File: config.mk
export PLATFORM = sky130hd
export DESIGN_NAME = srf_fifo
export DESIGN_NICKNAME = d
export VERILOG_FILES = /design/src/design/srf_fifo.sv
export SDC_FILE = /design/constraint.sdc
export NUM_CORES = 1
export LEC_CHECK = 0
export BUFFER_PORTS_ARGS = -buffer_cell sky130_fd_sc_hd__buf_2
export CAP_MARGIN = 20
export CORE_ASPECT_RATIO = 0.6
export CORE_UTILIZATION = 55
export DETAILED_ROUTE_END_ITERATION = 6
export GPL_TIMING_DRIVEN = 0
export PLACE_DENSITY = 0.86
export SKIP_LAST_GASP = 1
export SLEW_MARGIN = 20
export SYNTH_ARGS = -nofsm -noshare
export SYNTH_HDL_FRONTEND = slang
export SYNTH_SLANG_ARGS = --single-unit
export TNS_END_PERCENT = 10
File: constraint.sdc
create_clock -name clk -period 2.85 [get_ports clk]
set_input_delay 0.1425 -clock clk [delete_from_list [all_inputs] [get_ports clk]]
set_output_delay 0.1425 -clock clk [all_outputs]
set_load 0.01 [all_outputs]
File: src/design/srf_fifo.sv
// small register queue used between front and back and on the result side
// no package dependencies
module srf_fifo #(
  parameter int WIDTH = 8,
  parameter int DEPTH = 4
) (
  input  logic                       clk,
  input  logic                       rst,
  input  logic                       push,
  input  logic [WIDTH-1:0]           din,
  output logic                       full,
  input  logic                       pop,
  output logic [WIDTH-1:0]           dout,
  output logic                       empty,
  output logic [$clog2(DEPTH+1)-1:0] count
);

  localparam int PW = (DEPTH > 1) ? $clog2(DEPTH) : 1;
  localparam int CW = $clog2(DEPTH + 1);

  logic [WIDTH-1:0] slots [DEPTH];
  logic [PW-1:0]    wr_ptr;
  logic [PW-1:0]    rd_ptr;
  logic             do_push;
  logic             do_pop;

  assign full    = (count == CW'(DEPTH));
  assign empty   = (count == '0);
  assign do_push = push && !full;
  assign do_pop  = pop && !empty;
  assign dout    = slots[rd_ptr];

  always_ff @(posedge clk) begin
    if (do_push) begin
      slots[wr_ptr] <= din;
    end
  end

  always_ff @(posedge clk) begin
    if (rst) begin
      wr_ptr <= '0;
      rd_ptr <= '0;
      count  <= '0;
    end else begin
      if (do_push) begin
        wr_ptr <= (wr_ptr == PW'(DEPTH - 1)) ? '0 : wr_ptr + 1'b1;
      end
      if (do_pop) begin
        rd_ptr <= (rd_ptr == PW'(DEPTH - 1)) ? '0 : rd_ptr + 1'b1;
      end
      if (do_push && !do_pop) begin
        count <= count + 1'b1;
      end else if (do_pop && !do_push) begin
        count <= count - 1'b1;
      end
    end
  end

endmodule

==> results_dict.tcl <==
set metrics [dict create \
    status "finished, final reports clean" \
    power.density_mw_per_mm2 852 \
    yosysWarnings 0 \
    fill_cells 197 \
    htreeDepth 2 \
    hp-class "in2reg" \
    path_cells "or3b_1 > buf_6 > clkinv_8 > nor2_4 > ha_1 > inv_1 > fa_1 > xor2_1 > or3_1 > a21oi_1" \
    post_cts_buffers 0 \
    finalCritPeriodShare 0.778 \
    num_antenna_cells 0 \
    synth_seq_cells 41 \
    synth_cells 92 \
    cts-root-buf "clkbuf_8" \
    finalSetupTns_ns 0 \
    arrival_ns 2.43 \
    max_freq_mhz 451 \
    cellInternalPower_uw 1200 \
    setup_viol 0 \
    cts_hold_buffers 0 \
    setup.worst_path.end_class "flip-flop" \
    clk_path_buf_depth 2 \
    worstPathMaxFanout 7 \
    gp_congestion 0.684 \
    tightestPinTransition_ns 0.521 \
    viasPerCell 5.24 \
    synth.distinct_cells 27 \
    synth_top_cell_by_area "edfxtp_1" \
    yosysSeqAreaShare 0.684 \
    drive_gt1_frac 0.366 \
    antenna_found_initial 0 \
    grt_pass1_vias 822 \
    path_class "reg2reg" \
    worstSetupEndpoint "count[2]" \
    finClkSkew_ns 0.00808 \
    final_util 0.677 \
    slew_headroom 0.653 \
    core_mm2 0.00287 \
    grt_pass1_wl_um 3950 \
    clkSinkCount 41 \
    die_h_um 44.7 \
    synth_area_leaders "edfxtp_1, dfxtp_1, mux4_2, ha_1, and3_1" \
    dieArea_mm2 0.00327 \
    power_switching_uw 455 \
    cp_num_cells 10 \
    synth_common_cells "edfxtp_1, dfxtp_1, mux4_2, ha_1, and3_1" \
    avgSynthCellArea_um2 18.1 \
    rrSetupSlack_ns 0.63 \
    ios 25 \
    drt-initial-drc-count 50 \
    worst_setup_path_start_kind "flip-flop" \
    p_leak_uw 0.000736 \
    min_period_ns 2.22 \
    routedWlPerCell_um 15.5 \
    layout.nets 141 \
    final_max_slew_viol_count 0 \
    cp.required_ns 3.06 \
    hold_violations 0 \
    initial_core_util 0.581 \
    synth-main-ff-cell "edfxtp_1" \
    ctsResizeCount 0 \
    critPathLaunch "count[1]" \
    syn_nets 111 \
    drtPass1Iterations 4 \
    seq_area_mm2 0.00114 \
    seqPwrFrac 0.470 \
    async_reset_ff_frac 0 \
    critPathSlowestCell "dfxtp_1" \
    crit_family "simple AND/OR/NAND/NOR gates" \
    cts_buffers 5 \
    cpPeakStageDelay_ns 0.46 \
    clk_pin_slew_ns 0.07 \
    grt_usage 0.185 \
    num_vias 864 \
    grt_max_degree 13 \
    rr_worst_depth 10 \
    pwr-share-clk 0.265 \
    numPortBuffers 23 \
    timing.rr.start "count[1]" \
    die_x_um 73.1 \
    dp_hpwl_um 1770 \
    num_rows 15 \
    wl_um 2560 \
    synth_top_area_share 0.576 \
    syn_area_mm2 0.00167 \
    maxCapViolations 0 \
    rr_endpoint "count[2]" \
    tritoncts "yes" \
    synth.most_common_cell "edfxtp_1" \
    p_sw_frac 0.275 \
    postRouteAntennaNets 0 \
    cp_num_buf_inv 3 \
    multi_input_area_um2 459 \
    syn2layout_area_growth_pct 16.4 \
    drc 0 \
    grt_overflow 0 \
    clkLatencyLatePin_ns 0.28 \
    rsz0062_at_grt "no" \
    hp-start "din[6]" \
    synth-edff-count 32 \
    comb_power_share 0.266 \
    vdd_drop_max_mv 0.441 \
]
==> metrics by stage <==
step | total power [uW] | hold WS, ns | worst slack, ns | area (um2) | cells
global placement | 1210 | 0.352 | 0.689 | 1840 | 157
global route | 1750 | 0.0579 | 0.449 | 1940 | 165
finish | 1660 | 0.0720 | 0.632 | 1940 | 165
CTS | 1680 | 0.0590 | 0.610 | 1940 | 165
floorplan | 1100 | 0.241 | 0.714 | 1670 | 92
detailed placement | 1230 | 0.362 | 0.659 | 1840 | 157
==> area by class of cell <==
cell class                      instances  share of cell area
Sequential cell                        41               0.587
Multi-Input combinational cell         42               0.236
Timing Repair Buffer                   23              0.0592
Clock buffer                            6              0.0373
Tap cell                               42              0.0270
Inverter                                5              0.0232
Clock inverter                          2              0.0174
Buffer                                  4              0.0122
==> layout by cell type, fill, tap and decap left out, types with 2 or more instances in the layout <==
cell type,count
nand3_1,2
dfxtp_1,9
inv_1,3
nor2_1,3
mux4_2,8
nor3_1,2
o31ai_2,2
mux2i_1,2
ha_1,6
clkbuf_1,2
edfxtp_1,32
a21oi_1,2
clkbuf_8,5
buf_2,24
and3_1,4
or3_1,2
xor2_1,2
==> metal layers <==
metal / share of wire / track usage
met1: 0.46 / 0.226
met2: 0.49 / 0.291
met3: 0.036 / 0.0820
met4: 0.0094 / 0.0784
met5: 0 / 0
==> sequential cells by signal (all words and copies together), names as in the netlist, named ones only <==
register  count
count         3
wr_ptr        2
slots        32
rd_ptr        2
==> worst min-delay path by stage <==
stage	cells after the start	end	slack, ns
global placement	1	slots[1][4]	0.35
detailed placement	1	slots[3][6]	0.36
finish	1	slots[1][6]	0.07
CTS	1	slots[3][6]	0.06
floorplan	0	slots[0][0]	0.24
global route	1	slots[0][7]	0.06
==> kinds of logic after synthesis <==
kind of cell	after synthesis	share of synthesized area
compound gates	7	0.0322
buf+inv	9	0.0412
flops	41	0.684
fa+ha+maj	7	0.0570
xor+xnor	2	0.0105
mux	10	0.120
simple gates	16	0.0555
==> power by group through the flow <==
stage | Combinational (uW) | Sequential, uW | Clock (uW)
2_1_floorplan | 311 | 785 | 0
6_report | 440 | 778 | 438
3_3_place_gp | 429 | 784 | 0
4_1_cts | 446 | 778 | 451
5_1_grt | 485 | 788 | 481
3_5_place_dp | 442 | 791 | 0
(Power assumes the default switching activity.)
