[config.mk]
export PLATFORM = sky130hd
export DESIGN_NAME = srf_front
export DESIGN_NICKNAME = d
export VERILOG_FILES = /design/src/design/srf_pkg.sv /design/src/design/srf_front.sv
export SDC_FILE = /design/constraint.sdc
export NUM_CORES = 1
export LEC_CHECK = 0
export ABC_AREA = 0
export BUFFER_PORTS_ARGS = -buffer_cell sky130_fd_sc_hd__buf_2
export CORE_MARGIN = 10
export CORE_UTILIZATION = 30
export DETAILED_ROUTE_END_ITERATION = 8
export GPL_TIMING_DRIVEN = 1
export HOLD_SLACK_MARGIN = 0.02
export PLACE_DENSITY_LB_ADDON = 0.12
export SYNTH_ARGS = -nofsm -noshare
export SYNTH_HDL_FRONTEND = slang
export SYNTH_SLANG_ARGS = --single-unit
[constraint.sdc]
create_clock -name clk -period 5.3 [get_ports clk]
set_input_delay 0.795 -clock clk [delete_from_list [all_inputs] [get_ports clk]]
set_output_delay 0.795 -clock clk [all_outputs]
set_load 0.005 [all_outputs]
[src/design/srf_pkg.sv]
// shared types and constants for the slip/udp receive filter
// no dependencies; used by front, back and top level
package srf_pkg;

  localparam logic [7:0] SLIP_END     = 8'hC0;
  localparam logic [7:0] SLIP_ESC     = 8'hDB;
  localparam logic [7:0] SLIP_ESC_END = 8'hDC;
  localparam logic [7:0] SLIP_ESC_ESC = 8'hDD;
  localparam logic [7:0] PROTO_UDP    = 8'd17;
  localparam logic [3:0] IP_VERSION   = 4'd4;
  localparam logic [3:0] IHL_MASK     = 4'h0F;

  localparam int HDR_BYTES  = 28;
  localparam int CMD_ADDR_W = 14;
  localparam int CMD_DEPTH  = 4;
  localparam int RES_DEPTH  = 4;
  localparam int RES_CNT_W  = 3;

  localparam logic REG_LOCAL_IP   = 1'b0;
  localparam logic REG_LOCAL_PORT = 1'b1;

  typedef enum logic [1:0] {
    CMD_WRITE   = 2'd0,
    CMD_READ    = 2'd1,
    CMD_DELIVER = 2'd2
  } cmd_code_t;

  typedef enum logic {
    KIND_DELIVER = 1'b0,
    KIND_READ    = 1'b1
  } kind_t;

  typedef struct packed {
    cmd_code_t             code;
    logic                  ok;
    logic [CMD_ADDR_W-1:0] addr;
    logic [7:0]            data;
    logic [31:0]           ip;
    logic [15:0]           port;
    logic [10:0]           len;
  } cmd_t;

  typedef struct packed {
    kind_t       kind;
    logic [31:0] ip;
    logic [15:0] port;
    logic [10:0] len;
    logic [7:0]  data;
  } result_t;

endpackage

[src/design/srf_front.sv]
// front end: slip decoding, header capture as bytes arrive, frame check
// emits write, read and deliver commands; uses srf_pkg
module srf_front #(
  parameter int MAX_MESSAGE = 1024
) (
  input  logic          clk,
  input  logic          rst,
  input  logic          accept,
  input  logic          op,
  input  logic [7:0]    rx_byte,
  input  logic [9:0]    read_index,
  input  logic [31:0]   filter_ip,
  input  logic [15:0]   filter_port,
  output logic          cmd_push,
  output srf_pkg::cmd_t cmd
);

  localparam int FRAME_CAP = srf_pkg::HDR_BYTES + MAX_MESSAGE;
  localparam int LW        = $clog2(FRAME_CAP + 1);

  logic          escape_pending, escape_pending_next;
  logic          frame_open, frame_open_next;
  logic          overflowed, overflowed_next;
  logic [LW-1:0] frame_length, frame_length_next;
  logic [6:0]    payload_start, payload_start_next;
  logic          readable, readable_next;
  logic [LW-1:0] delivered_len, delivered_len_next;

  logic [7:0]  hdr0;
  logic [7:0]  proto;
  logic [31:0] src_ip;
  logic [31:0] dst_ip;
  logic [15:0] src_port;
  logic [15:0] dest_port;
  logic [15:0] udp_len;

  logic        put_req;
  logic [7:0]  put_val;
  logic        store_en;
  logic [5:0]  ihl;
  logic [16:0] n_w;
  logic [16:0] ihl_w;
  logic [16:0] pos_w;
  logic [15:0] body;
  logic        pass;
  logic [15:0] rd_addr;

  assign ihl   = {hdr0[3:0] & srf_pkg::IHL_MASK, 2'b00};
  assign n_w   = 17'(frame_length);
  assign ihl_w = 17'(ihl);
  assign pos_w = 17'(frame_length);
  assign body  = udp_len - 16'd8;

  // all header fields are captured while the frame streams in
  assign pass = (n_w >= 17'(srf_pkg::HDR_BYTES)) && (hdr0[7:4] == srf_pkg::IP_VERSION)
             && (ihl >= 6'd20) && (n_w >= ihl_w + 17'd8)
             && (proto == srf_pkg::PROTO_UDP) && (dst_ip == filter_ip)
             && (dest_port == filter_port) && (udp_len >= 16'd8)
             && (ihl_w + 17'(udp_len) <= n_w);

  assign rd_addr = 16'(payload_start) + 16'(read_index);

  always_comb begin
    escape_pending_next = escape_pending;
    frame_open_next     = frame_open;
    overflowed_next     = overflowed;
    frame_length_next   = frame_length;
    payload_start_next  = payload_start;
    readable_next       = readable;
    delivered_len_next  = delivered_len;
    put_req             = 1'b0;
    put_val             = rx_byte;
    store_en            = 1'b0;
    cmd_push            = 1'b0;
    cmd                 = '0;
    if (accept) begin
      if (op) begin
        cmd_push  = 1'b1;
        cmd.code  = srf_pkg::CMD_READ;
        cmd.ok    = readable && (16'(read_index) < 16'(delivered_len));
        cmd.addr  = rd_addr[srf_pkg::CMD_ADDR_W-1:0];
      end else begin
        readable_next = 1'b0;
        if (escape_pending) begin
          escape_pending_next = 1'b0;
          if (rx_byte == srf_pkg::SLIP_ESC_END) begin
            put_req = 1'b1;
            put_val = srf_pkg::SLIP_END;
          end else if (rx_byte == srf_pkg::SLIP_ESC_ESC) begin
            put_req = 1'b1;
            put_val = srf_pkg::SLIP_ESC;
          end else begin
            // bad escape drops the frame and leaves frame mode
            frame_length_next = '0;
            frame_open_next   = 1'b0;
            overflowed_next   = 1'b0;
          end
        end else if (rx_byte == srf_pkg::SLIP_END) begin
          if (frame_open && (frame_length != '0) && !overflowed && pass) begin
            cmd_push           = 1'b1;
            cmd.code           = srf_pkg::CMD_DELIVER;
            cmd.ip             = src_ip;
            cmd.port           = src_port;
            cmd.len            = body[10:0];
            payload_start_next = 7'(ihl) + 7'd8;
            delivered_len_next = LW'(body);
            readable_next      = 1'b1;
          end
          frame_length_next = '0;
          frame_open_next   = 1'b1;
          overflowed_next   = 1'b0;
        end else if (rx_byte == srf_pkg::SLIP_ESC) begin
          escape_pending_next = 1'b1;
        end else begin
          put_req = 1'b1;
        end
        if (put_req && frame_open) begin
          if (frame_length < LW'(FRAME_CAP)) begin
            store_en                  = 1'b1;
            cmd_push                  = 1'b1;
            cmd.code                  = srf_pkg::CMD_WRITE;
            cmd.addr[LW-1:0]          = frame_length;
            cmd.data                  = put_val;
            frame_length_next         = frame_length + 1'b1;
          end else begin
            overflowed_next = 1'b1;
          end
        end
      end
    end
  end

  always_ff @(posedge clk) begin
    if (rst) begin
      escape_pending <= 1'b0;
      frame_open     <= 1'b0;
      overflowed     <= 1'b0;
      frame_length   <= '0;
      payload_start  <= '0;
      readable       <= 1'b0;
      delivered_len  <= '0;
    end else begin
      escape_pending <= escape_pending_next;
      frame_open     <= frame_open_next;
      overflowed     <= overflowed_next;
      frame_length   <= frame_length_next;
      payload_start  <= payload_start_next;
      readable       <= readable_next;
      delivered_len  <= delivered_len_next;
    end
  end

  // bytes are stored in order, so multi-byte fields shift in
  always_ff @(posedge clk) begin
    if (store_en) begin
      if (pos_w == 17'd0) hdr0 <= put_val;
      if (pos_w == 17'd9) proto <= put_val;
      if (pos_w >= 17'd12 && pos_w <= 17'd15) src_ip <= {src_ip[23:0], put_val};
      if (pos_w >= 17'd16 && pos_w <= 17'd19) dst_ip <= {dst_ip[23:0], put_val};
      if (pos_w == ihl_w || pos_w == ihl_w + 17'd1) begin
        src_port <= {src_port[7:0], put_val};
      end
      if (pos_w == ihl_w + 17'd2 || pos_w == ihl_w + 17'd3) begin
        dest_port <= {dest_port[7:0], put_val};
      end
      if (pos_w == ihl_w + 17'd4 || pos_w == ihl_w + 17'd5) begin
        udp_len <= {udp_len[7:0], put_val};
      end
    end
  end

endmodule

==> results.txt, run 1 <==
status: complete, no violations
reg-to-reg slack, setup: 0.86 ns
fmax: 201 MHz
top cell type's share of synthesized area: 0.454
Final setup viols: 0
crit-path max FO: 30
final net count: 1019
Slew Viols, Final: 0
Via-to-Cell Ratio: 4.73
drt wl/cell: 19.1 um
drt drc: 0
Initial Util: 0.305
Overall Global Routing Usage: 0.137
Critical Path Sink Type: output port
final hold violation count: 0
Worst R2R End: delivered_len[9]
CP Launch Point: hdr0[1]
CTS max path bufs: 2
CP max stage delay: 0.50 ns
DR iter-0 viols: 311
r2r startpoint: hdr0[1]
Port-buffer cells: 151
CTS sink count: 159
first-pass GRT wire length: 37500 um
synthesized cell area: 8470 sq um
Ports: 155
leak pwr: 3.92 nW
Total Wirelength: 24800 um
GRT overflow: 0
area leader, netlist: edfxtp_1
dominant cells by area after synthesis: edfxtp_1 45%, dfxtp_1 7.3%, ha_1 6.4%
Non-Filler Instances: 1295
most common cell in the synthesized netlist: edfxtp_1
Root Buffer: clkbuf_16
DR vias: 6121
largest net degree at the start of global routing: 61
dpl hpwl: 18500 um
CTS Hold Bufs: 0
top cells by count, synth: 128 x edfxtp_1, 60 x and2_1, 59 x xnor2_1
max_slew headroom: 0.339
Chip Width: 188 um
register bit total from synthesis: 159
Worst EP arrival: 4.18 ns
Final GP Congestion: 0.799
area grow syn2layout: 21.6%
layout cells sized above 1: 0.241
Post-DRT Antenna Nets: 0
CTS tree: built
part of the Yosys area used for sequential elements: 0.527
Fin Setup TNS: 0 ns
critical path, cell by cell: inv_1, fa_1, nand2b_1, a21oi_4, xor2_1, ha_1, a211oi_2, o21ai_1, a2111oi_4, o21ai_1, nor4_4, buf_4, buf_6, nor2b_1, buf_2
Post-Place Cells: 1258
CP max stage cell: edfxtp_1
Worst Hold Class: reg2reg
worst setup path end: cmd[7]
Row Count: 61
number of synthesized flops with an enable pin: 128
asr flop ratio synth: 0
Worst Setup Path Type: reg2out
worst r2r path cells: 13
antenna fix cells: 0
Startpoint Class: register
H-tree depth: 4
synthesized instance count: 752
final hold slack: 0.445 ns
CORE AREA: 27800 sq um
die height: 188 um
worst-skew pair later-pin latency: 0.44 ns
crit path time final: 4.98 ns
total CTS buffers: 17
Top cell by count, worst path: o21ai_1
initial antenna violation count: 0
mean area per synthesized cell: 11.3 sq um
Pre-antenna DRT Iters: 5
RSZ-0062 raised after global routing: false
Layout Skew: 0.0250 ns
distinct cell type count after synthesis: 67
number of max-cap violations: 0
WP data required: 4.51 ns
Worst-Margin Slew: 0.991 ns
clock-pin slew on the worst setup and hold paths: 0.07 ns
power per standard cell area: 259 nW/um^2
Yosys warning total: 0
part of the cycle the worst path needs: 0.939
Top FF cell, synth: edfxtp_1
VDD IR-drop max: 0.000158 V
die area: 35300 sq um
number of global-route vias before repair: 6380
## per-layer routing
layer | global-route usage | up-vias | wire [um] | part of all wire
met5 | 0 | - | 0 | 0
met4 | 0.0338 | 0 | 259 | 0.010
met3 | 0.0301 | 18 | 1070 | 0.043
met2 | 0.229 | 148 | 11900 | 0.48
met1 | 0.175 | 2922 | 11500 | 0.46
li1 | - | 3033 | - | -
## placed cells by master, fill, tap and decap left out, types with 3 or more instances in the layout
cell,n
buf_2,151
edfxtp_1,128
and2_1,60
xnor2_1,59
nor2_1,50
ha_1,43
o21ai_0,36
inv_1,31
dfxtp_1,31
nand4_1,29
nand2_1,24
nor2b_1,20
clkbuf_16,18
a21oi_1,17
nand3_1,17
nor3_1,14
nor4_1,14
buf_4,14
xor2_1,13
nand2b_1,13
a21o_1,10
and3_1,9
o31ai_1,9
a22o_1,7
or3_1,6
o31ai_2,6
inv_8,6
o21ai_1,5
a211oi_1,4
or4_1,4
o21a_1,3
o211ai_1,3
a31oi_1,3
o41ai_1,3
conb_1,3
inv_6,3
clkinv_8,3
## final cells by class
type                       count  area, sq um
sequential                   159         4460
clock inverter                15          163
inverter                      32          120
fill                        2834        17500
tap                          378          473
clock buffer                  17          425
multi-input combinational    527         3750
timing repair buffer         167          897
## how the worst min path moves through the flow
stage                          from          to  depth (start not counted)
after floorplan           src_ip[2]  src_ip[10]                          0
after global placement    src_ip[5]  src_ip[13]                          0
after detailed placement  src_ip[8]  src_ip[16]                          0
after CTS                 src_ip[0]   src_ip[8]                          0
after global routing      src_ip[0]   src_ip[8]                          0
final                     src_ip[0]   src_ip[8]                          0
## state kept, by name, summed over array words and instances (netlist names)
register	cells
frame_length	11
src_port	16
proto	8
dst_ip	32
overflowed	1
readable	1
hdr0	8
delivered_len	11
dest_port	16
escape_pending	1
frame_open	1
payload_start	5
udp_len	16
src_ip	32
## report_power, final
part | total (mW) | leakage (nW) | switching (mW) | internal (mW)
logic | 0.113 | 2.24 | 0.0669 | 0.0462
registers | 1.34 | 1.40 | 0.0000697 | 1.34
clock network | 1.21 | 0.284 | 0.581 | 0.634
## through the flow
| stage | setup slack [ns] | instance area, sq um | total power [mW] | util |
|---|---|---|---|---|
| 2_1_floorplan | 0.901 | 8480 | 1.41 | - |
| 3_3_place_gp | 0.518 | 9650 | 1.48 | 0.347 |
| 3_5_place_dp | 0.449 | 9650 | 1.48 | 0.347 |
| 4_1_cts | 0.104 | 10200 | 2.70 | 0.369 |
| 5_1_grt | 0.0189 | 10300 | 2.77 | 0.371 |
| 6_report | 0.324 | 10300 | 2.66 | 0.371 |
## critical path: cells and delay by family, from the launching register on
kind            cells  cell delay [ns]
buf+inv             4             0.67
xor+xnor            1             0.21
simple gates        3             0.51
flops               1             0.50
fa+ha+maj           2             0.75
compound gates      5             1.11
## what timing repair did
item | CTS | global route
setup endpoints to repair | 23 | 60
buffers inserted | 0 | 4
resized for setup | 1 | 3
pin swaps | 0 | 1
gates cloned | 0 | 1
## kinds of logic (layout without fill, tap and decap cells)
group                      count (synthesis)  count (layout)  share of synthesized area
AOI/OAI and AO/OA                        122             122                      0.102
xor gates and xnor gates                  72              72                     0.0745
adders and majority gates                 45              45                     0.0683
buffers and inverters                     68             231                     0.0350
DFF                                      159             159                      0.527
muxes                                      3               3                    0.00473
other                                      1               3                   0.000443
and+or+nand+nor                          282             282                      0.188
(Power assumes the default switching activity.)
==> run 2: changes to the inputs <==
--- a/config.mk
+++ b/config.mk
@@ -5,7 +5,7 @@
 export SDC_FILE = /design/constraint.sdc
 export NUM_CORES = 1
 export LEC_CHECK = 0
-export ABC_AREA = 0
+export ABC_AREA = 1
 export BUFFER_PORTS_ARGS = -buffer_cell sky130_fd_sc_hd__buf_2
 export CORE_MARGIN = 10
 export CORE_UTILIZATION = 30
==> results.txt, run 2 <==
number of global-route vias before repair: 6822
largest registers: dst_ip (32), src_ip (32)
CTS sink count: 159
Total Wirelength: 25600 um
worst r2r path cells: 20
RSZ-0062 raised after global routing: false
Startpoint Class: register
DR iter-0 viols: 401
area grow syn2layout: 20.6%
Top cell by count, worst path: inv_1
initial antenna violation count: 0
top cell type's share of synthesized area: 0.436
Fin Setup TNS: 0 ns
met2 routed WL: 11400 um
critical path, cell by cell: ha_1, inv_1, fa_1, inv_1, nand3_2, a21oi_2, nand3_1, xor2_1, ha_1, nand2_1, inv_1, nand3_1, nor3_1, a21oi_1, nor2_4, buf_12, nand3_4, nor2_1, buf_2
mean area per synthesized cell: 8.59 sq um
Pre-antenna DRT Iters: 5
synthesized cell area: 8810 sq um
top layer in use: met4
crit-path max FO: 26
clock network power share: 0.448
Worst EP arrival: 4.10 ns
Root Buffer: clkbuf_16
number of max-cap violations: 0
Port-buffer cells: 151
Top FF cell, synth: edfxtp_1
Hold Startpoint: src_ip[7]
Via-to-Cell Ratio: 4.42
Ports: 155
leak pwr: 4.99 nW
Worst Hold End: src_ip[15]
CTS max path bufs: 2
register bit total from synthesis: 159
r2r startpoint: hdr0[0]
Yosys warning total: 0
Critical Path Sink Type: output port
part of the Yosys area used for sequential elements: 0.506
GRT overflow: 0
sw frac: 0.253
CORE AREA: 28900 sq um
crit path time final: 4.89 ns
asr flop ratio synth: 0
VDD IR-drop max: 0.000124 V
final hold violation count: 0
fmax: 204 MHz
Chip Width: 191 um
Slew Viols, Final: 0
Final Core Density: 0.368
die height: 191 um
Detail Route met3 WL: 1490 um
leading cell type in the layout, fill and taps excluded: nand2_1
largest net degree at the start of global routing: 52
synthesized instance count: 1026
Worst-Margin Slew: 0.962 ns
most common cell in the synthesized netlist: nand2_1
Worst Setup Path Type: reg2out
total CTS buffers: 17
number of synthesized flops with an enable pin: 128
top cells by count, synth: 210 x nand2_1, 206 x inv_1, 146 x nor2_1
Hold Path Stages: 0
CTS tree: built
most frequent cells in the layout: 210 x nand2_1, 206 x inv_1, 151 x buf_2
die area: 36600 sq um
status: complete, no violations
Worst Hold Class: reg2reg
P_int: 2.02 mW
antenna fix cells: 0
area leader, netlist: edfxtp_1
Initial Util: 0.305
Overall Global Routing Usage: 0.136
CTS Hold Bufs: 0
Comb power frac: 0.056
first-pass GRT wire length: 38700 um
WP data required: 4.51 ns
clock-pin slew on the worst setup and hold paths: 0.08 ns
drt drc: 0
Final GP Congestion: 0.849
worst-skew pair later-pin latency: 0.43 ns
drt wl/cell: 16.2 um
final net count: 1295
part of the cycle the worst path needs: 0.923
Row Count: 62
power per standard cell area: 255 nW/um^2
dominant cells by area after synthesis: edfxtp_1 44%, nand2_1 8.9%, inv_1 8.8%
layout cells sized above 1: 0.179
Layout Skew: 0.0112 ns
distinct cell type count after synthesis: 45
Post-DRT Antenna Nets: 0
H-tree depth: 4
reg-to-reg slack, setup: 1.37 ns
Final setup viols: 0
Sw Pwr: 685 uW
dpl hpwl: 18800 um
max_slew headroom: 0.358
Worst R2R End: payload_start[6]
M1 WL: 12400 um
CP max stage delay: 0.52 ns
Flop pwr share: 0.496
CP max stage cell: edfxtp_1
DR vias: 6975
## run 2: how the worst max path moves through the flow
stage	start	end	depth (start not counted)
floorplan	rx_byte[7]	dst_ip[0]	10
global placement	hdr0[0]	cmd[21]	18
detailed placement	hdr0[0]	cmd[29]	18
CTS	hdr0[0]	cmd[29]	18
global route	hdr0[1]	cmd[19]	18
finish	hdr0[0]	cmd[29]	19
## run 2: critical path: cells and delay by family, from the launching register on
| kind | cells | cell delay, ns |
|---|---|---|
| simple gates | 8 | 1.14 |
| xor+xnor | 1 | 0.17 |
| buf+inv | 5 | 0.55 |
| compound gates | 2 | 0.36 |
| flops | 1 | 0.52 |
| fa+ha+maj | 3 | 0.93 |
## run 2: cells by family (layout without fill, tap and decap cells)
| logic type | after synthesis | count (layout) | share of synthesized area |
|---|---|---|---|
| DFF | 159 | 159 | 0.506 |
| other | 1 | 3 | 0.000425 |
| buffers and inverters | 238 | 402 | 0.105 |
| AOI/OAI and AO/OA | 86 | 86 | 0.0569 |
| adders and majority gates | 45 | 45 | 0.0656 |
| and+or+nand+nor | 447 | 448 | 0.215 |
| xor gates and xnor gates | 50 | 50 | 0.0497 |
## run 2: area by class of cell
type	instances	area, sq um
repair buffers	162	851
clock buffers	17	425
flip-flops and latches	159	4460
well taps	384	480
inverters	208	781
clock inverters	15	155
fillers	3057	18200
multi-input cells	632	3480
## run 2: per-layer routing
metal	vias up	global-route usage
met5	-	0
met4	0	0.0355
met3	13	0.0301
met2	168	0.218
met1	3214	0.183
li1	3580	-
## run 2: power groups by stage
| stage | registers, mW | logic, mW | clock network [mW] |
|---|---|---|---|
| after floorplan | 1.37 | 0.0840 | 0 |
| after global placement | 1.37 | 0.153 | 0 |
| after detailed placement | 1.37 | 0.153 | 0 |
| after CTS | 1.34 | 0.155 | 1.25 |
| after global routing | 1.34 | 0.174 | 1.30 |
| final | 1.34 | 0.153 | 1.21 |
## run 2: repair_timing
action                     4_1_cts  5_1_grt
setup endpoints to repair        0       49
setup buffers                    0        4
resized for setup                0        1
## run 2: through the flow
step	area [sq um]	power, mW	worst slack [ns]	std cells	hold WS (ns)
final	10600	2.71	0.409	1577	0.446
after global routing	10600	2.82	0.108	1577	0.458
after CTS	10600	2.75	0.0610	1572	0.450
after detailed placement	9990	1.53	0.546	1540	0.433
after global placement	9990	1.53	0.779	1540	0.433
after floorplan	8830	1.45	1.16	1028	0.426
==> run 3: changes to the inputs <==
--- a/config.mk
+++ b/config.mk
@@ -8,7 +8,7 @@
 export ABC_AREA = 1
 export BUFFER_PORTS_ARGS = -buffer_cell sky130_fd_sc_hd__buf_2
 export CORE_MARGIN = 10
-export CORE_UTILIZATION = 30
+export CORE_UTILIZATION = 51
 export DETAILED_ROUTE_END_ITERATION = 8
 export GPL_TIMING_DRIVEN = 1
 export HOLD_SLACK_MARGIN = 0.02
==> results.txt, run 3 (synthesized netlist as in run 2, its figures left out) <==
status: complete, no violations
Layout Skew: 0.0124 ns
first-pass GRT wire length: 34100 um
die height: 151 um
number of max-cap violations: 0
Final Cell Area: 10400 sq um
DR vias: 6934
number of global-route vias before repair: 6587
CTS sink count: 159
area grow syn2layout: 18.3%
Post-Place Cells: 1380
M1 WL: 9800 um
worst-skew pair later-pin latency: 0.42 ns
Critical Path Sink Type: output port
final hold violation count: 0
Detail Route met3 WL: 1570 um
Total Wirelength: 21900 um
largest net degree at the start of global routing: 51
Via-to-Cell Ratio: 4.91
Worst EP arrival: 4.11 ns
crit-path max FO: 25
CTS tree: built
RSZ-0062 raised after global routing: false
power per standard cell area: 266 nW/um^2
drt wl/cell: 15.5 um
VDD IR-drop max: 0.000226 V
GRT overflow: 0
crit path time final: 4.90 ns
drt drc: 0
Worst-Margin Slew: 1.05 ns
antenna fix cells: 0
fmax: 204 MHz
Final setup viols: 0
Pre-antenna DRT Iters: 5
Slew Viols, Final: 0
Fin Setup TNS: 0 ns
final hold slack: 0.444 ns
final net count: 1290
Post-Place Setup Slack: 0.741 ns
Final GP Congestion: 0.895
Post-DRT Antenna Nets: 0
most frequent cells in the layout: 210 x nand2_1, 206 x inv_1, 151 x buf_2
dpl hpwl: 16300 um
clock-pin slew on the worst setup and hold paths: 0.06 ns
total CTS buffers: 17
Non-Filler Instances: 1413
die area: 22900 sq um
Overall Global Routing Usage: 0.189
Row Count: 48
Worst Hold Class: reg2reg
final setup margin: 0.399 ns
met2 routed WL: 10300 um
Initial Util: 0.515
max_slew headroom: 0.291
CORE AREA: 17100 sq um
top layer in use: met4
leading cell type in the layout, fill and taps excluded: nand2_1
Cell Area, Placed: 9780 sq um
DR iter-0 viols: 414
H-tree depth: 4
Worst Setup Path Type: reg2out
leak pwr: 4.98 nW
Chip Width: 151 um
Startpoint Class: register
overall power: 2.78 mW
part of the cycle the worst path needs: 0.925
Ports: 155
WP data required: 4.51 ns
Root Buffer: clkbuf_16
largest registers: dst_ip (32), src_ip (32)
CTS max path bufs: 2
layout cells sized above 1: 0.175
Fill cells: 1537
Final Core Density: 0.609
initial antenna violation count: 0
Port-buffer cells: 151
run 3: cell type report:
cell class,instances,area [sq um],share of cell area
well taps,225,282,0.0270
repair buffers,157,801,0.0768
multi-input cells,632,3470,0.333
inverters,208,781,0.0749
clock inverters,15,200,0.0192
clock buffers,17,425,0.0408
flip-flops and latches,159,4460,0.428
run 3: power breakdown:
group          switching [mW]  internal [mW]  leakage (nW)
Combinational          0.0924         0.0561          3.28
Clock                   0.526          0.756         0.303
Sequential            0.00566           1.34          1.40
Total                   0.624           2.15          4.98
run 3: layer usage:
layer,up-vias,global-route usage
met2,206,0.314
met3,15,0.0407
met4,0,0.0500
li1,3571,-
met5,-,0
met1,3142,0.246
run 3: worst paths after layout:
kind / cells past startpoint / startpoint / slack [ns] / endpoint
worst max-delay path: 18 / hdr0[0] / 0.40 / cmd[37]
worst min register to register: 0 / src_ip[7] / 0.44 / src_ip[15]
worst max register to register: 19 / hdr0[0] / 1.34 / payload_start[2]
worst min-delay path: 0 / src_ip[7] / 0.44 / src_ip[15]
run 3: repair_timing:
action | CTS | global route
buffers inserted | 0 | 0
hold buffers | 0 | 0
setup endpoints to repair | 0 | 49
gates resized for setup | 0 | 1
run 3: worst max-delay path, cell delays in order (launching register included):
cell,delay [ns]
edfxtp_1,0.52
ha_1,0.24
inv_1,0.06
fa_1,0.39
inv_1,0.10
nand3_2,0.08
a21oi_2,0.23
nand3_1,0.11
xor2_1,0.16
ha_1,0.30
nand2_1,0.05
inv_1,0.06
nand3_1,0.07
nor3_1,0.14
a21oi_1,0.09
nor2_4,0.40
nand3_4,0.31
nor2_1,0.20
buf_2,0.14
